===== src/rtl/core/pfb_pkg.sv =====
// Shared constants, types and the helper function of the palettized frame buffer bus port.
package pfb_pkg;

  // Address map.
  localparam logic [31:0] FRAME_BASE   = 32'h0000_0000;
  localparam int unsigned FRAME_BYTES  = 8192;
  localparam logic [31:0] PALETTE_BASE = 32'd27072;
  localparam int unsigned PAL_WINDOW   = 64;

  localparam int unsigned PAL_ENTRIES = 16;
  localparam int unsigned COLOUR_W    = 24;
  localparam logic [7:0]  ALPHA_BYTE  = 8'hff;

  // One frame word holds an even/odd pixel pair and a shared written flag.
  localparam int unsigned PAIR_W   = 2 * COLOUR_W + 1;
  localparam int unsigned FRAME_AW = (FRAME_BYTES > 1) ? $clog2(FRAME_BYTES) : 1;
  localparam logic [FRAME_AW-1:0] FRAME_LAST = FRAME_AW'(FRAME_BYTES - 1);

  typedef logic [COLOUR_W-1:0] colour_t;
  typedef logic [PAL_ENTRIES-1:0][COLOUR_W-1:0] palette_t;

  typedef enum logic [2:0] {
    K_NONE,
    K_PAL_RD,
    K_PAL_WR,
    K_FRM_RD,
    K_FRM_WR
  } kind_t;

  typedef struct packed {
    kind_t               kind;
    logic [3:0]          pal_entry;
    logic [1:0]          pal_byte;
    logic [FRAME_AW-1:0] frame_index;
    logic [7:0]          data;
  } item_t;

  typedef enum logic [1:0] {
    S_CLEAR,
    S_IDLE,
    S_FWRITE,
    S_FREAD
  } state_t;

  // Lowest palette index holding the colour; unwritten pixels and misses give zero.
  function automatic logic [3:0] colour_to_index(logic written, colour_t colour,
                                                 palette_t pal);
    logic [3:0] idx;
    idx = 4'd0;
    for (int i = PAL_ENTRIES - 1; i >= 0; i--) begin
      if (pal[i] == colour) begin
        idx = 4'(i);
      end
    end
    return written ? idx : 4'd0;
  endfunction

endpackage


===== src/rtl/core/pfb_queue.sv =====
// Two-entry request queue between the front end and the back end.
module pfb_queue (
  input  logic           clk,
  input  logic           rst,
  input  logic           push_valid,
  output logic           push_ready,
  input  pfb_pkg::item_t push_item,
  output logic           pop_valid,
  input  logic           pop,
  output pfb_pkg::item_t pop_item
);
  import pfb_pkg::*;

  item_t      slots [2];
  logic       wr_ptr;
  logic       rd_ptr;
  logic [1:0] count;
  logic       do_push;
  logic       do_pop;

  assign push_ready = (count != 2'd2);
  assign pop_valid  = (count != 2'd0);
  assign pop_item   = slots[rd_ptr];
  assign do_push    = push_valid && push_ready;
  assign do_pop     = pop && pop_valid;

  always_ff @(posedge clk) begin
    if (do_push) begin
      slots[wr_ptr] <= push_item;
    end
  end

  always_ff @(posedge clk) begin
    if (rst) begin
      wr_ptr <= 1'b0;
      rd_ptr <= 1'b0;
      count  <= 2'd0;
    end else begin
      if (do_push) begin
        wr_ptr <= ~wr_ptr;
      end
      if (do_pop) begin
        rd_ptr <= ~rd_ptr;
      end
      count <= count + {1'b0, do_push} - {1'b0, do_pop};
    end
  end

endmodule


===== config.mk =====
export PLATFORM = sky130hd
export DESIGN_NAME = pfb_queue
export DESIGN_NICKNAME = d
export VERILOG_FILES = /design/src/rtl/core/pfb_pkg.sv /design/src/rtl/core/pfb_queue.sv
export SDC_FILE = /design/constraint.sdc
export NUM_CORES = 1
export LEC_CHECK = 0
export ABC_CLOCK_PERIOD_IN_PS = 2200
export BUFFER_PORTS_ARGS = -buffer_cell sky130_fd_sc_hd__buf_4
export CAP_MARGIN = 30
export CORE_MARGIN = 3
export CORE_UTILIZATION = 35
export CTS_CLUSTER_SIZE = 30
export DETAILED_ROUTE_END_ITERATION = 10
export GPL_ROUTABILITY_DRIVEN = 0
export SYNTH_ARGS = -nofsm -noshare
export SYNTH_HDL_FRONTEND = slang
export SYNTH_SLANG_ARGS = --single-unit

===== constraint.sdc =====
create_clock -name clk -period 2.2 [get_ports clk]
set_input_delay 0.44 -clock clk [delete_from_list [all_inputs] [get_ports clk]]
set_output_delay 0.44 -clock clk [all_outputs]
set_load 0.02 [all_outputs]

Yosys cells after proc, flatten, opt, wreduce, memory -nomap -nowiden

Memory sizes are Yosys's and may differ from the RTL's. A register that Yosys moved wholly into a read port is not among the register bits.
Cells that the tools add are included.

Register bits: 4
Bits in writable memories: 60
Input bits: 34
Output and inout port bits: 32
Word-level logic and storage cells: 16
Memories kept: 1

Memory list:

| name  | words | width | rd ports | clocked after memory_dff | wr ports | RTL line        | source |
|---|---|---|---|---|---|---|---|
| slots | 2     | 30    | 1        | 1                        | 1        | pfb_queue.sv:14 | `item_t slots [2];` |

Add/sub/neg operators: 2
Equality and inequality tests: 1
Mux-type cells: 4
Bitwise logic cells: 2
Reductions and logical operators: 3

Operator list:

| operator                                    | number |
|---|---|
| 1-bit 2-to-1 mux                            | 4 |
| 2-bit by 1-bit adder with 2-bit output      | 1 |
| 1-bit logical AND                           | 2 |
| 2-bit != test (second input constant)       | 1 |
| 1-bit inverter                              | 2 |
| 2-bit nonzero test                          | 1 |
| 2-bit by 1-bit subtractor with 2-bit output | 1 |

Logic depth before layout (Yosys ltp)

Depth in word-level cells: 4
Mapped depth: 8

Worst setup path after synthesis

Ideal clock, no wire load.

Path type: reg2reg
Start point: register count[0]
End point: memory slots[0][0] (netlist name), enable pin
Library setup time: 0.417 ns
Arrival: 1.915 ns
Slack: -0.132 ns
Stages on the path, launching flop included: 4
Buffers on the path: 0
Period minus slack after synthesis: 2.332 ns
Path through: dfxtp_1 nand2b_2 nand2_2 nor2_1

Word-level cells in the longest chain between the ends: 4

Ends and longest elaborated chain:

| what                                   | RTL line        | source |
|---|---|---|
| from (decl)                            | pfb_queue.sv:17 | `logic [1:0] count;` |
| from (signal assigned)                 | pfb_queue.sv:45 | `count <= count + {1'b0, do_push} - {1'b0, do_pop};` |
| 2-bit != test                          | pfb_queue.sv:21 | `assign push_ready = (count != 2'd2);` |
| net push_ready                         | pfb_queue.sv:6  | `output logic push_ready,` |
| 1-bit logical AND                      | pfb_queue.sv:24 | `assign do_push = push_valid && push_ready;` |
| 1-bit 2-to-1 mux                       | pfb_queue.sv:28 | `if (do_push) begin` |
| 1-bit 2-to-1 mux (implied by the code) | pfb_queue.sv:29 | `slots[wr_ptr] <= push_item;` |
| to (decl)                              | pfb_queue.sv:14 |  |

The timed path passes the listed nets, and every way through them passes these cells.

==> Flow_metrics.wiki <==
{| class="wikitable"
! Metric !! Value
|-
| Status || finished, final reports clean
|-
| Number of H-tree levels || 3
|-
| Average vias per placed instance || ~4.6
|-
| CTS tree || done
|-
| Hold Worst Slack || between 200 and 300 ps
|-
| Die Outline Area || slightly below 8000 um2
|-
| Mapped Area || 2400 um2
|-
| Total Routed Length || ~4.5 mm
|-
| Biggest area consumer among synthesized cells || edfxtp_1
|-
| I/O pins || 66
|-
| Core Region || roughly 6500 um2
|-
| Max Fanout on Critical Path || 15
|-
| Worst Hold Endpoint || slots[0][3]
|-
| Final clock skew || around 3.7 ps
|-
| Largest net degree at the start of global routing || 16
|-
| Sum Neg Setup Slack || 0 ps
|-
| Post-Synth Simple-Gate Area || 0.0245
|-
| Average footprint of a synthesized cell || 20.5 um2
|-
| Area grow syn2layout || 34.3%
|-
| Root Buffer Master || clkbuf_8
|-
| Launching element type of the critical path || flop
|-
| Number of antenna violations at the first check in global routing || 0
|-
| Yosys cell types || 16
|-
| Static Leak || between 1 and 1.5 nW
|-
| Drt pass-1 iters || 4
|-
| Final hold violations || 0
|-
| Ranking of synthesized cells by area || edfxtp_1 75%, mux2_1 14%, dfxtp_1 4.2%, ha_1 1.0%, buf_4 0.94%
|-
| Total CTS buffers || 9
|-
| Clock insertion delay at the later pin of the skew report || around 330 ps
|-
| Overflow left after global routing || 0
|-
| Diodes inserted || 0
|-
| Dominant combinational cell family by area after synthesis || multiplexers
|-
| Number of cells on the worst reg-to-reg path || 8
|-
| Starting DRT DRC Count || 33
|-
| RR Startpoint || count[0]
|-
| Hold/Removal Path Class || in2reg
|-
| Remaining max-slew budget at the tightest pin || 0.855
|-
| Count of buffers inserted at the top-level ports || 65
|-
| Placed wire-length estimate after detailed placement || ~3.2 mm
|-
| Adder and majority gate portion of the synthesized area || 0.0104
|-
| Origin of the worst min-delay path || push_item[3]
|-
| Type of the worst setup path || reg2out
|-
| Final layout net count || 232
|-
| Die X || 88.8 um
|-
| Syn Nets || 153
|-
| Via count of the routed design || between 1000 and 1500
|-
| Post-synthesis share of cell area spent on xor and xnor gates || 0.0109
|-
| Final cell area excluding filler cells || around 3200 um2
|-
| Share of the synthesized area in compound gates (AO/OA/AOI/OAI) || 0.00365
|-
| Initial core utilization || 0.369
|-
| Die height || approximately 89 um
|-
| Placed cell area || roughly 3000 um2
|-
| Count of instances resized after the clock tree is built || 0
|-
| Worst Tran Pin Value || around 220 ps
|-
| Area share of the largest cell type after synthesis || 0.751
|-
| Maximum buffer depth of the clock tree || 2
|-
| Max capacitance violation total || 0
|-
| Setup violation total in the final timing report || 0
|-
| Number of warning messages in the yosys log || 0
|-
| Number of placement rows || 29
|-
| Multiplexer area fraction after synthesis || 0.147
|-
| Flop and latch count out of synthesis || 65
|-
| Peak supply drop || 751 uV
|-
| Data required, critical path || 1760 ps
|-
| Average wire length per cell after detail routing || 16.1 um
|-
| Share of layout cells above drive strength 1 || 0.448
|-
| Post-detailed-route DRC marker count || 0
|-
| Number of sinks driven by the clock tree || 65
|-
| Setup fix buffers added after clock tree synthesis || 0
|-
| GRT Total Usage || 0.122
|-
| Cells on Worst Hold Path || 1
|-
| Critical path capture point type || primary output
|-
| Antenna violation net count after detailed routing || 0
|-
| Reg2Reg Setup Slack || between 500 and 600 ps
|-
| Crit path time final || around 1900 ps
|-
| Endpoint of the worst-slack reg-to-reg timing path || count[1]
|-
| Endpoint arrival time on the critical path || roughly 1400 ps
|-
| Power density cells || roughly 1200 nW/um2
|-
| Post-CTS Hold Buffers || 0
|-
| Unrepaired setup endpoints after global routing || no
|-
| Number of global-route vias before repair || 1399
|-
| Fraction of the yosys area taken by sequential cells || 0.792
|-
| Number of pins with negative max-slew slack in the final report || 0
|-
| Clk slew on worst S/H paths || 70 ps
|-
| Post-layout util || 0.496
|-
| First-pass GRT wire length || between 6 and 7 mm
|-
| Peak Freq || about 530 MHz
|-
| Share of the clock period used by the worst path after layout || 0.850
|-
| Cells after synthesis || about 120
|}
-- layout make-up --
cell class / instances / area, um2
fill: 544 / 3270
sequential: 65 / 1900
tap: 77 / 96.3
multi-input combinational: 48 / 479
clock buffer: 9 / 124
clock inverter: 7 / 85.1
timing repair buffer: 71 / 533
inverter: 1 / 3.75
-- layer usage --
metal  GRT usage  share of wire  vias to the layer above
li1            -              -                      609
met1       0.125           0.37                      625
met2       0.220           0.55                       43
met3      0.0354          0.066                        5
met4      0.0659          0.015                        0
met5           0              0                        -
-- registers in the layout (all words and copies together) (netlist names), named ones only --
| signal | cells |
|---|---|
| count | 2 |
| wr_ptr | 1 |
| slots | 60 |
| rd_ptr | 1 |
-- Yosys cell counts (all sizes together) --
| cell | number |
|---|---|
| edfxtp | 60 |
| o21a | 1 |
| ha | 2 |
| buf | 3 |
| nand2 | 1 |
| nor2 | 5 |
| xnor2 | 2 |
| or2 | 1 |
| nor2b | 2 |
| inv | 1 |
| dfxtp | 5 |
| and3 | 1 |
| xor2 | 1 |
| nand2b | 1 |
| mux2 | 31 |
-- logic make-up after synthesis --
family / count (synthesis)
multiplexers: 31
XOR/XNOR: 3
adder cells (fa/ha/maj): 2
AND/OR/NAND/NOR: 11
flip-flops: 65
buffers and inverters: 4
AO/OA/AOI/OAI: 1
-- report_power, final --
part,switching (mW),total (mW),internal (mW),leakage (nW)
clock network,0.425,1.05,0.625,0.104
logic,0.595,1.08,0.486,0.536
registers,0.0544,1.61,1.56,0.602
total,1.07,3.74,2.67,1.24
-- how the worst max path moves through the flow --
stage	depth (start not counted)	endpoint	startpoint	slack [ps]
floorplan	3	slots[0][0]	count[0]	360
global route	3	pop_item[24]	flop	250
CTS	3	pop_item[24]	flop	280
finish	3	pop_item[24]	flop	330
global placement	8	count[1]	pop	600
detailed placement	8	count[1]	pop	500
-- cells in the final DEF (no fill, tap or decap) --
cell type    n
buf_4       71
edfxtp_1    60
mux2_1      30
clkbuf_8     9
dfxtp_1      5
nor2_1       4
nor2b_1      2
xnor2_1      2
ha_1         2
clkinv_1     2
bufinv_16    2
clkinv_2     2
o21a_2       1
nand2b_2     1
nand2_2      1
or2_1        1
inv_1        1
and3_1       1
nor2_4       1
mux2_4       1
xor2_1       1
clkinvlp_4   1
-- stage by stage --
stage                     worst slack (ps)  instances  power (mW)
after floorplan                        365        117        2.27
after global placement                 601        262        2.70
after detailed placement               501        262        2.74
after CTS                              283        278        3.80
after global routing                   251        278        3.93
final                                  329        278        3.74
-- worst max-delay path, cell delays in order (launching register included) --
cell	delay [ps]
dfxtp_1	330
buf_4	240
mux2_1	360
buf_4	160
(Power assumes the default switching activity.)
