<file path="config.mk">
export PLATFORM = sky130hd
export DESIGN_NAME = pfb_front_flat
export DESIGN_NICKNAME = d
export VERILOG_FILES = /design/src/rtl/core/pfb_pkg.sv /design/src/rtl/core/pfb_if.sv /design/src/rtl/core/pfb_front.sv /design/src/flat_wrapper.sv
export SDC_FILE = /design/constraint.sdc
export NUM_CORES = 1
export LEC_CHECK = 0
export BUFFER_PORTS_ARGS = -buffer_cell sky130_fd_sc_hd__buf_2
export CAP_MARGIN = 20
export CORE_MARGIN = 2
export CORE_UTILIZATION = 38
export DETAILED_ROUTE_END_ITERATION = 8
export PLACE_DENSITY = 0.86
export SLEW_MARGIN = 20
export SYNTH_ARGS = -nofsm -noshare
export SYNTH_HDL_FRONTEND = slang
export SYNTH_SLANG_ARGS = --single-unit
</file>
<file path="constraint.sdc">
create_clock -name vclk -period 2.3
set_input_delay 0 -clock vclk [all_inputs]
set_output_delay 0 -clock vclk [all_outputs]
set_load 0.01 [all_outputs]
</file>
<file path="src/rtl/core/pfb_pkg.sv">
// Shared constants, types and the helper function of the palettized frame buffer bus port.
package pfb_pkg;

  // Address map.
  localparam logic [31:0] FRAME_BASE   = 32'h0000_0000;
  localparam int unsigned FRAME_BYTES  = 8192;
  localparam logic [31:0] PALETTE_BASE = 32'd27072;
  localparam int unsigned PAL_WINDOW   = 64;

  localparam int unsigned PAL_ENTRIES = 16;
  localparam int unsigned COLOUR_W    = 24;
  localparam logic [7:0]  ALPHA_BYTE  = 8'hff;

  // One frame word holds an even/odd pixel pair and a shared written flag.
  localparam int unsigned PAIR_W   = 2 * COLOUR_W + 1;
  localparam int unsigned FRAME_AW = (FRAME_BYTES > 1) ? $clog2(FRAME_BYTES) : 1;
  localparam logic [FRAME_AW-1:0] FRAME_LAST = FRAME_AW'(FRAME_BYTES - 1);

  typedef logic [COLOUR_W-1:0] colour_t;
  typedef logic [PAL_ENTRIES-1:0][COLOUR_W-1:0] palette_t;

  typedef enum logic [2:0] {
    K_NONE,
    K_PAL_RD,
    K_PAL_WR,
    K_FRM_RD,
    K_FRM_WR
  } kind_t;

  typedef struct packed {
    kind_t               kind;
    logic [3:0]          pal_entry;
    logic [1:0]          pal_byte;
    logic [FRAME_AW-1:0] frame_index;
    logic [7:0]          data;
  } item_t;

  typedef enum logic [1:0] {
    S_CLEAR,
    S_IDLE,
    S_FWRITE,
    S_FREAD
  } state_t;

  // Lowest palette index holding the colour; unwritten pixels and misses give zero.
  function automatic logic [3:0] colour_to_index(logic written, colour_t colour,
                                                 palette_t pal);
    logic [3:0] idx;
    idx = 4'd0;
    for (int i = PAL_ENTRIES - 1; i >= 0; i--) begin
      if (pal[i] == colour) begin
        idx = 4'(i);
      end
    end
    return written ? idx : 4'd0;
  endfunction

endpackage

</file>
<file path="src/rtl/core/pfb_if.sv">
// Valid/ready channel interfaces for bus requests and their responses.
interface pfb_req_if;
  logic        valid;
  logic        ready;
  logic        op;
  logic [31:0] address;
  logic [7:0]  write_data;

  modport source (output valid, op, address, write_data, input ready);
  modport sink (input valid, op, address, write_data, output ready);
endinterface


</file>
<file path="src/rtl/core/pfb_front.sv">
// Front end: accepts bus requests and classifies them by address window and operation.
module pfb_front (
  pfb_req_if.sink        req,
  input  logic           clear_done,
  output logic           push_valid,
  input  logic           push_ready,
  output pfb_pkg::item_t push_item
);
  import pfb_pkg::*;

  logic [32:0] addr_ext;
  logic [32:0] pal_diff;
  logic [32:0] frm_diff;
  logic        pal_hit;
  logic        frm_hit;

  assign addr_ext = {1'b0, req.address};
  assign pal_diff = addr_ext - {1'b0, PALETTE_BASE};
  assign frm_diff = addr_ext - {1'b0, FRAME_BASE};

  // The palette window is checked first and wins where the windows overlap.
  assign pal_hit = (addr_ext >= {1'b0, PALETTE_BASE}) && (pal_diff < 33'(PAL_WINDOW));
  assign frm_hit = (addr_ext >= {1'b0, FRAME_BASE}) && (frm_diff < 33'(FRAME_BYTES));

  always_comb begin
    push_item.pal_entry   = pal_diff[5:2];
    push_item.pal_byte    = pal_diff[1:0];
    push_item.frame_index = frm_diff[FRAME_AW-1:0];
    push_item.data        = req.write_data;
    priority if (pal_hit) begin
      if (!req.op) begin
        push_item.kind = K_PAL_RD;
      end else if (pal_diff[1:0] != 2'd0) begin
        push_item.kind = K_PAL_WR;
      end else begin
        // Writes to the alpha byte are dropped.
        push_item.kind = K_NONE;
      end
    end else if (frm_hit) begin
      push_item.kind = req.op ? K_FRM_WR : K_FRM_RD;
    end else begin
      push_item.kind = K_NONE;
    end
  end

  assign push_valid = req.valid && clear_done;
  assign req.ready  = push_ready && clear_done;

endmodule

</file>
<file path="src/flat_wrapper.sv">
// flat-port wrapper written by rule: the top's interface ports become plain ports
module pfb_front_flat import pfb_pkg::*;
  (clear_done, push_valid, push_ready, push_item, req_valid, req_op, req_address, req_write_data, req_ready);
  pfb_req_if req_i ();
  input  logic clear_done;
  output logic push_valid;
  input  logic push_ready;
  output pfb_pkg::item_t push_item;
  input wire logic [$bits(req_i.valid)-1:0] req_valid;
  input wire logic [$bits(req_i.op)-1:0] req_op;
  input wire logic [$bits(req_i.address)-1:0] req_address;
  input wire logic [$bits(req_i.write_data)-1:0] req_write_data;
  output wire logic [$bits(req_i.ready)-1:0] req_ready;
  assign req_i.valid = req_valid;
  assign req_i.op = req_op;
  assign req_i.address = req_address;
  assign req_i.write_data = req_write_data;
  assign req_ready = req_i.ready;
  pfb_front u_core (.req(req_i), .clear_done(clear_done), .push_valid(push_valid), .push_ready(push_ready), .push_item(push_item));
endmodule
</file>
### After elaboration in Yosys (flattened, before gate mapping)

Index checks and enable logic that the tools add are counted.

* $add $sub $neg: 1
* order comparisons: 4
* multiplexer cells: 5
* reduce and logical (&&, ||, !) cells: 5

Operators with widths (count)
* 33-bit by 7-bit < comparator with 1-bit output (second input constant): 1
* 32-bit by 15-bit subtractor with 33-bit output (second input constant): 1
* 32-bit by 1-bit >= comparator with 1-bit output (second input constant): 1
* 32-bit by 15-bit >= comparator with 1-bit output (second input constant): 1
* 32-bit by 14-bit < comparator with 1-bit output (second input constant): 1
* 3-bit two-way mux: 4
* 1-bit logical AND: 4
* 2-bit two-way mux: 1
* 2-bit nonzero test: 1

* flip-flop bits (word level): 0
* input bits: 44
* output and inout port bits: 32
* word-level logic and storage cells: 15

### Longest topological paths before layout

Gate-level depths: netlist (run 1).

* depth in word-level cells: 5
* depth in mapped cells: 7
* gate-level depth less buffers: 7

### Worst setup path after synthesis (run 1)

OpenSTA, ideal clock, no wires.

* path type: input-to-output
* start: input req_address[18]
* end: output push_item[27] (netlist bit)
* data arrival time: 1.919 ns
* required time: 2.300 ns
* setup slack: 0.381 ns
* stages on the path: 7
* path buffers: 1
* cell sequence: or4_1 > buf_2 > or4_4 > nor4_4 > xnor2_1 > nand4_2 > o21ai_1

RTL lines
* start: declaration: line flat_wrapper.sv:11 `input wire logic [$bits(req_i.address)-1:0] req_address;`
* end: declaration: line flat_wrapper.sv:8 `output pfb_pkg::item_t push_item;`

==> results of run 1 <==
-- cell type report --
class,count,area (sq um),area share
Timing Repair Buffer,49,248,0.308
Tap cell,25,31.3,0.0389
Multi-Input combinational cell,80,524,0.653
-- synth_stat cells (all sizes together) --
library cell / instances
or4: 4
o41ai: 2
a211oi: 4
a31oi: 1
a21oi: 8
nor2b: 2
nor4: 4
or3: 3
a211o: 2
o21a: 1
nor3: 3
nor2: 9
a21o: 2
nand2: 4
and2: 3
a311o: 1
nand3: 3
nand2b: 1
nand4: 4
mux2i: 1
nand4b: 2
buf: 28
o311ai: 1
clkbuf: 1
ha: 1
and3: 2
o22ai: 1
and4: 1
xnor2: 2
o21ai: 8
-- power by group --
part / switching, mW / internal [mW] / total [mW]
clock: 0 / 0 / 0
sequential: 0 / 0 / 0
combinational: 0.0671 / 0.0511 / 0.118
-- worst max-delay path, stage by stage --
cell and delay (ns):
buf_2 0.12, or4_1 0.60, or4_4 0.56, nor4_4 0.29, xnor2_1 0.16, nand4_2 0.11, o21ai_1 0.15, buf_2 0.14
-- through the flow --
| stage | std cells | utilization | setup slack (ns) | hold WS, ns |
|---|---|---|---|---|
| after global routing | 154 | 0.451 | 0.0582 | 0.0000307 |
| final | 154 | 0.451 | 0.164 | 0.00000445 |
| after global placement | 154 | 0.451 | 0.229 | 0.0000686 |
| after detailed placement | 154 | 0.451 | 0.170 | 0.0000686 |
| after floorplan | 109 | - | 0.381 | 0.0918 |
| after CTS | 154 | 0.451 | 0.158 | 0.0000686 |
-- cells by family (layout without fill, tap and decap cells) --
family	count (synthesis)	in the layout	share of synthesized area
mux	1	1	0.0136
compound gates	31	31	0.270
xor+xnor	2	2	0.0238
buf+inv	29	49	0.287
fa+ha+maj	1	1	0.0170
simple gates	45	45	0.388
-- worst max path at each step --
stage	from	endpoint	slack [ns]	depth (start not counted)
after floorplan	req_address[18]	push_item[27]	0.38	7
after global placement	req_address[18]	push_item[28]	0.23	8
after detailed placement	req_address[18]	push_item[27]	0.17	8
after CTS	req_address[18]	push_item[27]	0.16	8
after global routing	req_address[18]	push_item[27]	0.06	8
final	req_address[18]	push_item[28]	0.16	8
-- routing by layer --
layer,global-route usage,share of wire,wire length [um],up-vias
met5,0,0,0,-
li1,-,-,-,430
met2,0.307,0.45,926,67
met3,0.00377,0.12,252,11
met1,0.246,0.40,812,395
met4,0.0486,0.024,49,0
==> flow_summary.toml, run 1 <==
[run_status]
status = "finished clean"

[routing]
final_antenna_net_count = 0
dr_total_vias = 903
vias_per_cell = 5.86
drc = 0
drt-total-wl_um = 2040
drtIter0Drc = 24
drtPass1Iterations = 4
wl_per_cell_um = 13.3

[logic_synthesis]
yosysSeqAreaShare = 0
syn_inst = 109
yosysTopAreaCellShare = 0.276
syn_area_sq_um = 736
ys_warn_count = 0
netlist.top_cell.by_area = "buf_4"
avgSynthCellArea_sq_um = 6.75
synth_cell_types = 36
yosys-top-cells-area = "buf_4, a21oi_1, nor2_1"
syn_nets = 154

[finish]
most-common-layout-cells = "buf_2, nor2_1, a21oi_1"
clkbuf_count = 0
seq_area_sq_um = 0
n_fill_cell = 199
num_antenna_cells = 0
drive_gt1_frac = 0.411
nNetsFinal = 176
seq_cells = 0
area_growth_pct = 9.18
finish.instance_area_sq_um = 803
final_common_cell = "buf_2"

[critical_path]
critPathLaunchType = "input port"
crit_required_ns = 2.30
crit_type = "in -> out"
cp_max_fo = 4
critPathCaptureType = "output port"
cp.arrival_ns = 2.14

[power]
power_density_nw_per_um2 = 147
p_leak_nw = 0.356
power_uw = 118
peakVddDrop_uv = 53.5

[placed_design]
hpwlAfterDp_um = 1770
portBuffers = 48
dpl_cell_area_sq_um = 803
gp_congestion = 0.856

[run]
cap_viol_max_count = 0

[global_routing]
grt-ovfl-total = 0
antenna_found_initial = 0
first_global_vias = 724
grt_pass1_wl_um = 3090
track_usage = 0.180
grt_max_degree = 12

[sta]
min_period_over_period = 0.928
slew_headroom = 0.603
setup_violations = 0
rsz0062_at_grt = "no"
fin_crit_ns = 2.14
drv_slew = 0
fmax_ghz = 0.468
tightest_slew_ns = 0.592
hold_violations = 0
fin_tns_setup_ns = 0

[floorplan]
dieArea_sq_um = 2300
initial_core_util = 0.413
rows = 15
die_h_um = 48
fp.dieW_um = 48
core_area_sq_um = 1780
ioPinCount = 76

[clocking]
cts_resized = 0
cts_setup_buffers = 0
cts_hold_buf = 0

[worst_hold_path]
worstHoldStart = "req_write_data[4]"
worstHoldPathCells = 0
worst_hold_path.endpoint = "push_item[4]"
hold_path_class = "in -> out"
(Power assumes the default switching activity.)
==> run 2: changes to the inputs <==
Settings changed: ABC_AREA from default to 1, CORE_UTILIZATION 38 to 46, PLACE_DENSITY 0.86 to 0.85.
==> run 2 against run 1 <==
Area after synthesis grew 71%. Cell count grew 100%. First-iteration DRC count grew to 2.9 times the previous value. Synthesized cell count grew 140%. Sequential share of layout area is the same. Critical path depth grew 8. Combinational power grew 56%. Highest routed layer unchanged.
==> flow_summary.toml, run 2 <==
[critical_path]
critPathCaptureType = "output port"
cp.arrival_ns = 1.56
cp_max_fo = 7
path_cells = "buf_2 -> ha_1 -> nand2_1 -> nand2_1 -> nand3_2 -> nand2_2 -> nand2_2 -> nand2_1 -> nand2_1 -> nand2_1 -> nor2_1 -> nand2_1 -> nor2_2 -> nand4_1 -> nand2_1 -> buf_2"
critPathLaunchType = "input port"
cp_common_cell = "nand2_1"
slowest_stage = "ha_1"
cpPeakStageDelay_ns = 0.21
crit_type = "in -> out"
crit_required_ns = 2.30

[sta]
tightest_slew_ns = 0.365
fmax_ghz = 0.639
fin_crit_ns = 1.56
fin_tns_setup_ns = 0
hold_violations = 0
setup_violations = 0
drv_slew = 0
slew_headroom = 0.755
rsz0062_at_grt = "no"
min_period_over_period = 0.680
fin_hold_ws_ns = 0.00000443

[logic_synthesis]
yosys-top-cells-area = "nand2_1, buf_4, nor2_1"
synth_commonest_cells = "nand2_1, nor2_1, inv_1"
netlist.top_cell.by_area = "nand2_1"
syn_area_sq_um = 1250
ys_warn_count = 0
syn_nets = 308
synth.most_common_cell = "nand2_1"
yosysTopAreaCellShare = 0.284
yosysSeqAreaShare = 0
avgSynthCellArea_sq_um = 4.77
syn_inst = 263
synth_cell_types = 22

[placed_design]
gp_congestion = 0.899
hpwlAfterDp_um = 2570
portBuffers = 48

[routing]
final_antenna_net_count = 0
drc = 0
drtPass1Iterations = 4
dr_total_vias = 1521
wl_per_cell_um = 9.43
drtIter0Drc = 70
vias_per_cell = 4.86
drt-total-wl_um = 2950

[finish]
seq_cells = 0
final_util = 0.523
area_growth_pct = 5.08
num_antenna_cells = 0
most-common-layout-cells = "nand2_1, buf_2, nor2_1"
nNetsFinal = 330
clkbuf_count = 0
final_common_cell = "nand2_1"
seq_area_sq_um = 0
drive_gt1_frac = 0.247

[global_routing]
first_global_vias = 1263
grt_pass1_wl_um = 4950
track_usage = 0.182
antenna_found_initial = 0
grt-ovfl-total = 0
grt_max_degree = 12

[power]
power_uw = 184
p_leak_nw = 0.804
power_density_nw_per_um2 = 140
peakVddDrop_uv = 74.1

[floorplan]
rows = 18
dieArea_sq_um = 3160
fp.dieW_um = 56.2
core_area_sq_um = 2520
ioPinCount = 76
die_h_um = 56.2
initial_core_util = 0.498

[clocking]
cts_setup_buffers = 0
cts_hold_buf = 0
cts_resized = 0

[run_status]
status = "finished clean"

[worst_hold_path]
hold_path_class = "in -> out"

[run]
cap_viol_max_count = 0
## run 2: worst paths after layout
check,to,start,slack [ns],depth (start not counted)
worst min-delay path,push_item[1],req_write_data[1],0.000004,0
worst max-delay path,push_item[27],req_address[6],0.74,16
## run 2: layout make-up
class / count / area [sq um]
Tap cell: 30 / 37.5
Timing Repair Buffer: 48 / 240
Inverter: 39 / 146
Multi-Input combinational cell: 196 / 895
Fill cell: 279 / 1200
## run 2: worst max-delay path: cells and delay by family
| family | cells | cell delay [ns] |
|---|---|---|
| buf+inv | 2 | 0.24 |
| fa+ha+maj | 1 | 0.21 |
| simple gates | 13 | 1.11 |
## run 2: layer usage
| layer | global-route usage | part of all wire |
|---|---|---|
| met1 | 0.253 | 0.47 |
| met2 | 0.311 | 0.44 |
| met3 | 0.00930 | 0.068 |
| met4 | 0.0340 | 0.016 |
| met5 | 0 | 0 |
## run 2: kinds of logic after synthesis
kind of cell             share of synthesized area
AND/OR/NAND/NOR                              0.665
buffers and inverters                        0.287
XOR/XNOR                                    0.0279
AO/OA/AOI/OAI                              0.00997
adder cells (fa/ha/maj)                    0.00997
## run 2: through the flow
stage,std cells,setup WS (ns),area [sq um]
finish,313,0.736,1320
global route,313,0.526,1320
CTS,313,0.723,1320
detailed placement,313,0.730,1320
global placement,313,0.765,1320
floorplan,263,1.13,1250
## run 2: report_power, final
part | internal [mW] | switching, mW | leakage, nW
Sequential | 0 | 0 | 0
Clock | 0 | 0 | 0
Combinational | 0.0684 | 0.116 | 0.804
Total | 0.0684 | 0.116 | 0.804
==> run 3: changes to the inputs <==
Settings changed: ABC_AREA 1 to 0, CORE_UTILIZATION 46 to 38, PLACE_DENSITY 0.85 to 0.86.
Clock period 2.3 ns to 1.57 ns, I/O delays scaled along.
==> run 3 against run 2 <==
Routed wire length shrank 20%. Die area fell by 27%. Via count fell by 35%. Critical path depth shrank 8. The flow now finishes with violations (negative setup slack). Cell count shrank 42%. Non-clock buffer count rose by 30. Sequential cell count unchanged. Design area is 18% lower.
==> flow_summary.toml, run 3 (synthesis gave the netlist of run 1 again) <==
[floorplan]
initial_core_util = 0.413
fp.dieW_um = 48
die_h_um = 48
ioPinCount = 76
dieArea_sq_um = 2300
rows = 15
core_area_sq_um = 1780

[global_routing]
antenna_found_initial = 0
grt_pass1_wl_um = 3660
grt-ovfl-total = 0
grt_max_degree = 10
track_usage = 0.212
first_global_vias = 962

[critical_path]
cp.arrival_ns = 1.99
critPathCaptureType = "output port"
crit_required_ns = 1.57
crit_type = "in -> out"
cp_max_fo = 4
crit_start = "req_address[15]"
crit_path_end = "push_item[27]"
critPathLaunchType = "input port"

[sta]
setup_violations = 3
fin_ws_ns = -0.418
tightest_slew_ns = 0.374
hold_violations = 0
min_period_over_period = 1.27
rsz0062_at_grt = "yes"
fmax_ghz = 0.503
slew_headroom = 0.748
fin_crit_ns = 1.99
drv_slew = 0

[power]
peakVddDrop_uv = 104
power_uw = 231
p_leak_nw = 0.512
power_density_nw_per_um2 = 215

[finish]
clkbuf_count = 0
seq_cells = 0
num_antenna_cells = 0
final_common_cell = "buf_2"
seq_area_sq_um = 0
most-common-layout-cells = "buf_2, buf_4, a21oi_1, nor2_1, o21ai_0"
finalNonFillerCells = 183
drive_gt1_frac = 0.557
area_growth_pct = 46.4
nNetsFinal = 205

[clocking]
cts_hold_buf = 0

[run_status]
violations = "negative setup slack"
status = "finished, violations left"

[routing]
route.met3.wl_um = 201
dr_total_vias = 982
wl_per_cell_um = 12.8
drt-total-wl_um = 2350
final_antenna_net_count = 0
drtPass1Iterations = 4
drtIter0Drc = 5
wl_met2_um = 1200
vias_per_cell = 5.37
routed.top_layer = "met4"
wl_met1_um = 935
drc = 0

[placed_design]
hpwlAfterDp_um = 2000
gp_congestion = 0.830
place_inst = 180
portBuffers = 48

[run]
cap_viol_max_count = 0

[worst_hold_path]
hold_path_class = "in -> out"
## run 3: per-layer routing
metal / track usage / up-vias
met1: 0.231 / 438
met3: 0.0302 / 4
met4: 0.0486 / 0
met2: 0.421 / 51
li1: - / 489
met5: 0 / -
## run 3: repair_timing
action	4_1_cts	5_1_grt
gates cloned	0	0
buffers inserted	3	1
pin swaps	10	4
resized for setup	5	3
endpoints found under the setup margin	3	3
## run 3: stage by stage
stage	TNS, ns	hold slack, ns	setup slack, ns	util	area, sq um
final	-1.11	0.00000392	-0.418	0.604	1080
after CTS	-1.24	0.0000749	-0.473	0.596	1060
after global routing	-1.30	0.0000320	-0.491	0.604	1080
after global placement	-1.01	0.0000749	-0.457	0.571	1020
after detailed placement	-1.08	0.0000749	-0.484	0.571	1020
after floorplan	-0.638	0.0918	-0.319	-	762
## run 3: final cells by class
class | instances | area (sq um)
Timing Repair Buffer | 78 | 482
Fill cell | 159 | 706
Tap cell | 25 | 31.3
Multi-Input combinational cell | 80 | 564
## run 3: worst min-delay path by stage
stage	start	end	slack [ns]	cells past startpoint
2_1_floorplan	req_write_data[0]	push_item[0]	0.09	1
3_3_place_gp	req_write_data[3]	push_item[3]	0.00007	0
3_5_place_dp	req_write_data[3]	push_item[3]	0.00007	0
4_1_cts	req_write_data[3]	push_item[3]	0.00007	0
5_1_grt	req_write_data[0]	push_item[0]	0.00003	0
6_report	req_write_data[5]	push_item[5]	0.000004	0
## run 3: power by group
group | leakage, nW | total [mW] | switching (mW) | internal (mW)
clock | 0 | 0 | 0 | 0
sequential | 0 | 0 | 0 | 0
combinational | 0.512 | 0.231 | 0.113 | 0.119
total | 0.512 | 0.231 | 0.113 | 0.119
## run 3: worst max-delay path, stage by stage
cell	delay, ns
buf_6	0.09
or4_4	0.56
or4_4	0.54
nor4_4	0.24
xnor2_1	0.16
nand4_2	0.13
o21ai_2	0.13
buf_2	0.14
